**src/sv/pca_pkg.sv**
```systemverilog
// Shared constants and types for the PID controller block.
package pca_pkg;

	// Data formats
	localparam int DATA_W    = 32;
	localparam int FRAC_W    = 16;
	localparam int DT_W      = 24;
	localparam int BOUND_W   = 31;
	localparam int CFG_IDX_W = 3;

	// Rate divider: (|diff| << FRAC_W) / step_time
	localparam int DIV_NUM_W = DATA_W + FRAC_W;
	localparam int DIV_DEN_W = DT_W;
	localparam int DIV_CNT_W = $clog2(DIV_NUM_W);

	// Configuration register indexes
	typedef enum logic [CFG_IDX_W-1:0] {
		REG_GAIN_P        = 3'd0,
		REG_GAIN_I        = 3'd1,
		REG_GAIN_D        = 3'd2,
		REG_DRIVE_FLOOR   = 3'd3,
		REG_DRIVE_CEILING = 3'd4,
		REG_WINDUP_BOUND  = 3'd5
	} cfg_reg_t;

	// Register reset values (Q15.16)
	localparam logic signed [DATA_W-1:0] RST_GAIN_P        = 32'sd65536;
	localparam logic signed [DATA_W-1:0] RST_GAIN_I        = 32'sd0;
	localparam logic signed [DATA_W-1:0] RST_GAIN_D        = 32'sd0;
	localparam logic signed [DATA_W-1:0] RST_DRIVE_FLOOR   = -32'sd65536000;
	localparam logic signed [DATA_W-1:0] RST_DRIVE_CEILING = 32'sd65536000;
	localparam logic [BOUND_W-1:0]       RST_WINDUP_BOUND  = 31'd32768000;

endpackage

```
**src/sv/pca_div.sv**
```systemverilog
// Iterative unsigned restoring divider, one quotient bit per cycle.
module pca_div (
	input  logic                            clk,
	input  logic                            arst_n,
	input  logic                            start,
	input  logic [pca_pkg::DIV_NUM_W-1:0]   num,
	input  logic [pca_pkg::DIV_DEN_W-1:0]   den,
	output logic                            done,
	output logic [pca_pkg::DIV_NUM_W-1:0]   quo
);

	logic [pca_pkg::DIV_NUM_W-1:0] num_q;
	logic [pca_pkg::DIV_DEN_W-1:0] den_q;
	logic [pca_pkg::DIV_DEN_W-1:0] rem_q;
	logic [pca_pkg::DIV_CNT_W-1:0] cnt_q;
	logic                          busy_q;
	logic                          done_q;

	logic [pca_pkg::DIV_DEN_W:0]   rem_sh;
	logic [pca_pkg::DIV_DEN_W+1:0] trial;

	// Shift in next dividend bit and try subtracting the divisor
	assign rem_sh = {rem_q, num_q[pca_pkg::DIV_NUM_W-1]};
	assign trial  = {1'b0, rem_sh} - {2'b00, den_q};

	// Control: busy until all DIV_NUM_W quotient bits are formed, then a one-cycle done pulse
	always_ff @(posedge clk or negedge arst_n) begin
		if (!arst_n) begin
			busy_q <= 1'b0;
			done_q <= 1'b0;
			cnt_q  <= '0;
		end else begin
			done_q <= 1'b0;
			if (start) begin
				busy_q <= 1'b1;
				cnt_q  <= '0;
			end else if (busy_q) begin
				if (cnt_q == pca_pkg::DIV_CNT_W'(pca_pkg::DIV_NUM_W - 1)) begin
					busy_q <= 1'b0;
					done_q <= 1'b1;
				end else begin
					cnt_q <= cnt_q + 1'b1;
				end
			end
		end
	end

	// Datapath: quotient bits shift into the dividend register
	always_ff @(posedge clk) begin
		if (start) begin
			num_q <= num;
			den_q <= den;
			rem_q <= '0;
		end else if (busy_q) begin
			if (!trial[pca_pkg::DIV_DEN_W+1]) begin
				rem_q <= trial[pca_pkg::DIV_DEN_W-1:0];
				num_q <= {num_q[pca_pkg::DIV_NUM_W-2:0], 1'b1};
			end else begin
				rem_q <= rem_sh[pca_pkg::DIV_DEN_W-1:0];
				num_q <= {num_q[pca_pkg::DIV_NUM_W-2:0], 1'b0};
			end
		end
	end

	assign done = done_q;
	assign quo  = num_q;

endmodule

```
**config.mk**
```make
export PLATFORM = sky130hd
export DESIGN_NAME = pca_div
export DESIGN_NICKNAME = d
export VERILOG_FILES = /design/src/sv/pca_pkg.sv /design/src/sv/pca_div.sv
export SDC_FILE = /design/constraint.sdc
export NUM_CORES = 1
export LEC_CHECK = 0
export ABC_AREA = 1
export ABC_CLOCK_PERIOD_IN_PS = 2350
export BUFFER_PORTS_ARGS = -buffer_cell sky130_fd_sc_hd__buf_2
export CORE_MARGIN = 2
export CORE_UTILIZATION = 44
export DETAILED_ROUTE_END_ITERATION = 16
export GPL_ROUTABILITY_DRIVEN = 0
export PLACE_DENSITY_LB_ADDON = 0.08
export SLEW_MARGIN = 0
export SYNTH_ARGS = -nofsm -noshare
export SYNTH_HDL_FRONTEND = slang
export SYNTH_SLANG_ARGS = --single-unit
export TNS_END_PERCENT = 100
```
**constraint.sdc**
```tcl
create_clock -name clk -period 2.35 [get_ports clk]
set_input_delay 0.47 -clock clk [delete_from_list [all_inputs] [get_ports clk]]
set_output_delay 0.47 -clock clk [all_outputs]
set_load 0.005 [all_outputs]
```
==> impl_metrics.yaml, run 1 <==
hold_path:
  worst_hold_path_type: "in -> reg"
synthesis:
  yosysMostFrequentCell: "nand2_1"
  synth_top_flop_cell: "edfxtp_1"
  yosys.area.top_type: "edfxtp_1"
  yosys-top-cells-area: "edfxtp_1, nand2_1, inv_1, dfxtp_1, ha_1"
  synth-edff-count: 72
  yosys_warnings: 0
  syn-num-nets: 928
  ys_types: 36
  synth_top_cell_area_share_pct: 35.0
  async_flop_share_pct: 7.69
  synthCells: 827
  avgSynthCellArea_um2: 7.47
  ys_ff_latch: 104
  syn_area_um2: 6170
  seq_area_frac_synth_pct: 46.0
  synth_common_cells: "nand2_1, inv_1, edfxtp_1, nand3_1, nor2_1"
clocking:
  cts_sinks: 104
  cts-root-buf: "clkbuf_16"
  cts.path.max_buffers: 2
  cts_tree: "built"
  path_clk_slew_ns: 0.07
  htreeDepth: 3
  cts-buffers-inserted: 9
  clkLatencyLatePin_ns: 0.36
routing:
  highest-signal-layer: "met4"
  initialDrtViolationCount: 255
  wl_met3_um: 684
  vias: 5295
  viasPerCell: 4.64
  drc: 0
  firstDrtPassIters: 4
  antenna_violating_nets_post_route: 0
  avgRoutedWirePerCell_um: 12.7
  wl_um: 14500
  met2_length_um: 6830
  wl_met1_um: 6880
run_status:
  status: "complete, no violations"
pwr:
  p_sw_share_pct: 38.6
  clockPowerShare_pct: 22.2
  vdd_ir_drop_max_mv: 0.487
  seqPwrFrac_pct: 36.7
  p_int_mw: 4.00
  p_switching_mw: 2.52
  cellPowerDensity_nw_per_um2: 890
  power.leakage_nw: 4.00
  pwr-share-comb_pct: 41.1
critical_path:
  slowest_delay_ns: 0.41
  start_kind: "register"
  worstPathArrival_ns: 2.38
  crit_type: "reg -> reg"
  path_cells: "inv_1 > ha_1 > fa_1 > inv_1 > nand3_1 > nand3_2 > nand2_1 > nand2_1 > nand2_1 > nand2_1 > nand2_1 > nand2_1 > nand2_1 > nand3_1 > nand2_1"
  crit_required_ns: 2.60
  critPathMostFrequentCell: "nand2_1"
  cp_max_fo: 3
  end_kind: "register"
  critPathSlowestCell: "fa_1"
global_route:
  antenna_found_initial: 0
  grt_start_max_net_pins: 54
  globalRouteOverflowTotal: 0
  grt_use_total_pct: 20.6
  grt_pass1_wl_um: 24100
  grt_pass1_vias: 5046
timing:
  fin_crit_ns: 2.13
  finalHoldViolCount: 0
  worst_pin_slew_ns: 0.531
  max_slew_margin_pct: 64.6
  fmax_mhz: 469
  fin_setup_tns_ns: 0
  fin_crit_sh_pct: 90.7
  skew_ns: 0.00792
  setup_violations: 0
  report.final.slew_viol_count: 0
  rsz0062_at_grt: "no"
die:
  die_w_um: 122
  die_h_um: 122
  core_area_um2: 13800
  start_util_pct: 44.8
  rows: 43
  die_area_um2: 15000
  io_pins: 124
cells_and_area:
  final_core_util_pct: 53.2
  layout.nets: 1057
  area_growth_pct: 18.7
  drive_above_1_share_pct: 18.3
  final_design_area_no_fill_um2: 7330
  diodes: 0
run:
  drv_cap: 0
placement:
  port_buffers: 123
  place_area_um2: 7020
  hpwl_um: 10900
per-layer routing:
metal,global-route usage (%),vias up
met3,5.67,12
met4,4.38,0
met1,26.8,2348
li1,-,2833
met5,0,-
met2,34.4,102
placed cells by master (no fill, tap or decap), types with 2 or more instances in the layout:
cell type,n
o21ai_0,8
o21bai_1,2
xnor2_1,8
buf_4,13
dfrtp_1,8
nor2_2,5
buf_2,123
nor2_1,28
nand4_1,5
a21oi_1,15
clkbuf_16,9
edfxtp_1,72
o21ai_1,4
nand2_2,5
nand3b_1,17
inv_1,133
inv_2,2
ha_1,25
nand2_1,373
nand3_1,52
nor3_1,2
dfxtp_1,24
clkinv_4,2
nand3_2,7
critical path: cells and delay by family (launching register included):
family,cells,cell delay [ns]
buffers and inverters,2,0.19
AND/OR/NAND/NOR,11,0.83
flip-flops,1,0.35
adder cells (fa/ha/maj),2,0.63
final timing paths:
path | start | endpoint | slack, ns | depth (start not counted)
min in group asynchronous | arst_n | cnt_q[2] | 0.47 | 2
min | den[14] | den_q[14] | 0.28 | 1
max reg2reg | quo[47] | rem_q[16] | 0.22 | 15
min reg2reg | rem_q[15] | rem_q[15] | 0.47 | 2
max | quo[47] | rem_q[16] | 0.22 | 15
max in group asynchronous | arst_n | cnt_q[5] | 1.70 | 2
through the flow:
step	hold WS [ns]	power, mW	instances	worst slack, ns
6_report	0.285	6.52	1141	0.218
4_1_cts	0.271	6.57	1141	0.127
2_1_floorplan	0.174	4.41	827	0.231
5_1_grt	0.267	7.05	1141	0.0196
3_3_place_gp	0.324	5.09	1124	0.158
3_5_place_dp	0.329	5.10	1124	0.152
kinds of logic after synthesis:
family / count (synthesis) / share of synthesized area, %
AO/OA/AOI/OAI: 33 / 3.08
flip-flops: 104 / 46.0
adder cells (fa/ha/maj): 26 / 5.39
XOR/XNOR: 9 / 1.28
AND/OR/NAND/NOR: 500 / 34.3
buffers and inverters: 155 / 9.91
power groups by stage:
stage               Combinational, mW  Sequential (mW)  Clock, mW
CTS                              2.68             2.40       1.49
global route                     3.07             2.43       1.55
floorplan                        2.00             2.41          0
global placement                 2.66             2.43          0
detailed placement               2.67             2.43          0
finish                           2.68             2.39       1.45
flip-flops by register name, indices dropped and copies added (netlist names):
name and flops:
busy_q 1, cnt_q 6, den_q 24, done 1, quo 48, rem_q 24
final cells by class:
| cell class | instances | area, µm² |
|---|---|---|
| well taps | 180 | 225 |
| multi-input cells | 568 | 2730 |
| inverters | 135 | 507 |
| clock buffers | 10 | 229 |
| clock inverters | 6 | 55.1 |
| fillers | 1463 | 6450 |
| repair buffers | 138 | 734 |
| flip-flops and latches | 104 | 2840 |
what timing repair did:
action                     CTS  global route
hold endpoints to repair     8             0
setup buffers                0             0
setup endpoints to repair    0            17
gates resized for setup      0             3
hold buffers                 1             0
(Power assumes the default switching activity.)
==> inputs of run 2 (changes only) <==
==> constraint.sdc (replaced) <==
create_clock -name clk -period 2.35 [get_ports clk]
set_input_delay 0.1175 -clock clk [delete_from_list [all_inputs] [get_ports clk]]
set_output_delay 0.1175 -clock clk [all_outputs]
set_load 0.005 [all_outputs]
==> impl_metrics.yaml, run 2 (synthesized netlist as in run 1, its figures left out) <==
hold_path:
  hold_depth: 3
  min_from: "num[21]"
  worst_hold_path_type: "in -> reg"
  hold_end: "quo[21]"
clocking:
  postCtsSetupRepairBufs: 0
  clkLatencyLatePin_ns: 0.36
  cts_tree: "built"
  cts-root-buf: "clkbuf_16"
  cts_sinks: 104
  cts-buffers-inserted: 9
  htreeDepth: 3
  path_clk_slew_ns: 0.07
  cts.path.max_buffers: 2
routing:
  drc: 0
  vias: 5362
  initialDrtViolationCount: 233
  firstDrtPassIters: 5
  antenna_violating_nets_post_route: 0
  avgRoutedWirePerCell_um: 12.9
  wl_um: 15000
  viasPerCell: 4.60
global_route:
  grt_use_met3_pct: 4.69
  use_met2_pct: 36.8
  use_met1_pct: 27.7
  gr-max-usage-layer: "met2"
  grt_pass1_wl_um: 25200
  grt_use_total_pct: 21.6
  globalRouteOverflowTotal: 0
  grt_start_max_net_pins: 43
  antenna_found_initial: 0
  grt_pass1_vias: 5287
cells_and_area:
  multi_input_area_um2: 2740
  layout.nets: 1081
  area_growth_pct: 22.7
  final_common_cell: "nand2_1"
  area.sequential_um2: 2840
  drive_above_1_share_pct: 18.0
  largest_reg_flops: 48
  diodes: 0
  layout_common_cells: "nand2_1, inv_1, buf_2, edfxtp_1, nand3_1"
  filler_cell_count: 1375
pwr:
  vdd_ir_drop_max_mv: 0.461
  p_sw_share_pct: 38.5
  clockPowerShare_pct: 22.5
  power.leakage_nw: 4.10
  seqPwrFrac_pct: 36.3
  p_int_mw: 4.06
  pwr-share-comb_pct: 41.2
  p_switching_mw: 2.54
  cellPowerDensity_nw_per_um2: 872
critical_path:
  end_kind: "register"
  reg2reg_slack_ns: 0.15
  crit_required_ns: 2.60
  crit_type: "reg -> reg"
  path_cells: "inv_1 > ha_1 > fa_1 > inv_1 > nand3_1 > nand3_2 > nand2_1 > nand2_1 > nand2_1 > nand2_1 > nand2_1 > nand2_1 > nand2_1 > nand3_1 > nand2_1"
  start_kind: "register"
  critPathMostFrequentCell: "nand2_1"
  reg2regPathDepth: 15
  cp_max_fo: 3
  critPathSlowestCell: "fa_1"
  cp.buffers_inverters: 2
  worstReg2RegEnd: "rem_q[12]"
  crit_family: "simple AND/OR/NAND/NOR gates"
  worstPathArrival_ns: 2.45
  rr_startpoint: "quo[47]"
  slowest_delay_ns: 0.41
timing:
  setup_violations: 0
  worst_pin_slew_ns: 0.802
  fin_setup_tns_ns: 0
  finalHoldViolCount: 0
  max_slew_margin_pct: 46.5
  report.final.slew_viol_count: 0
  rsz0062_at_grt: "no"
  timing.final.ws_setup_ns: 0.150
  hold_ws_ns: 0.0218
  skew_ns: 0.0101
  fin_crit_sh_pct: 93.6
  fmax_mhz: 455
  fin_crit_ns: 2.20
placement:
  hpwl_um: 11000
  port_buffers: 123
  dp_slack_ns: 0.0975
die:
  rows: 43
  die_h_um: 122
  core_area_um2: 13800
  die_w_um: 122
  io_pins: 124
  start_util_pct: 44.8
  die_area_um2: 15000
run:
  drv_cap: 0
run_status:
  status: "complete, no violations"
run 2: worst max path at each step:
stage | start | endpoint | cells past startpoint
floorplan | quo[47] | rem_q[12] | 15
global placement | quo[47] | rem_q[16] | 15
detailed placement | quo[47] | rem_q[12] | 15
CTS | quo[47] | rem_q[12] | 15
global route | quo[47] | rem_q[12] | 15
finish | quo[47] | rem_q[12] | 15
run 2: routing by layer:
metal,share of wire (%),up-vias
li1,-,2876
met1,48,2362
met2,47,105
met3,3.9,19
met4,1.6,0
met5,0,-
run 2: what timing repair did:
action                     in CTS  in global routing
hold buffers                   25                  0
setup endpoints to repair       0                 24
hold endpoints to repair       32                  0
gates resized for setup         0                  3
run 2: final cells by class:
type | instances | area share [%]
clock inverter | 6 | 0.710
tap | 180 | 2.97
clock buffer | 10 | 3.15
sequential | 104 | 37.5
timing repair buffer | 162 | 12.8
inverter | 135 | 6.69
multi-input combinational | 568 | 36.1
run 2: stage by stage:
| step | area [µm²] | power, mW | utilization, % | cells |
|---|---|---|---|---|
| 6_report | 7570 | 6.60 | 55.0 | 1165 |
| 5_1_grt | 7570 | 7.16 | 55.0 | 1165 |
| 4_1_cts | 7560 | 6.66 | 54.9 | 1165 |
| 3_5_place_dp | 7020 | 5.10 | 50.9 | 1124 |
| 3_3_place_gp | 7020 | 5.10 | 50.9 | 1124 |
| 2_1_floorplan | 6170 | 4.41 | - | 827 |
run 2: power groups by stage:
| stage | Clock (mW) | Combinational (mW) | Sequential [mW] |
|---|---|---|---|
| after floorplan | 0 | 2.00 | 2.41 |
| after global placement | 0 | 2.67 | 2.43 |
| after detailed placement | 0 | 2.67 | 2.43 |
| after CTS | 1.54 | 2.72 | 2.40 |
| after global routing | 1.60 | 3.13 | 2.43 |
| final | 1.48 | 2.72 | 2.40 |
run 2: tightest hold or removal path, cell delays in order:
cell and delay, ns:
buf_2 0.07, nand2_1 0.04, nand2_1 0.05
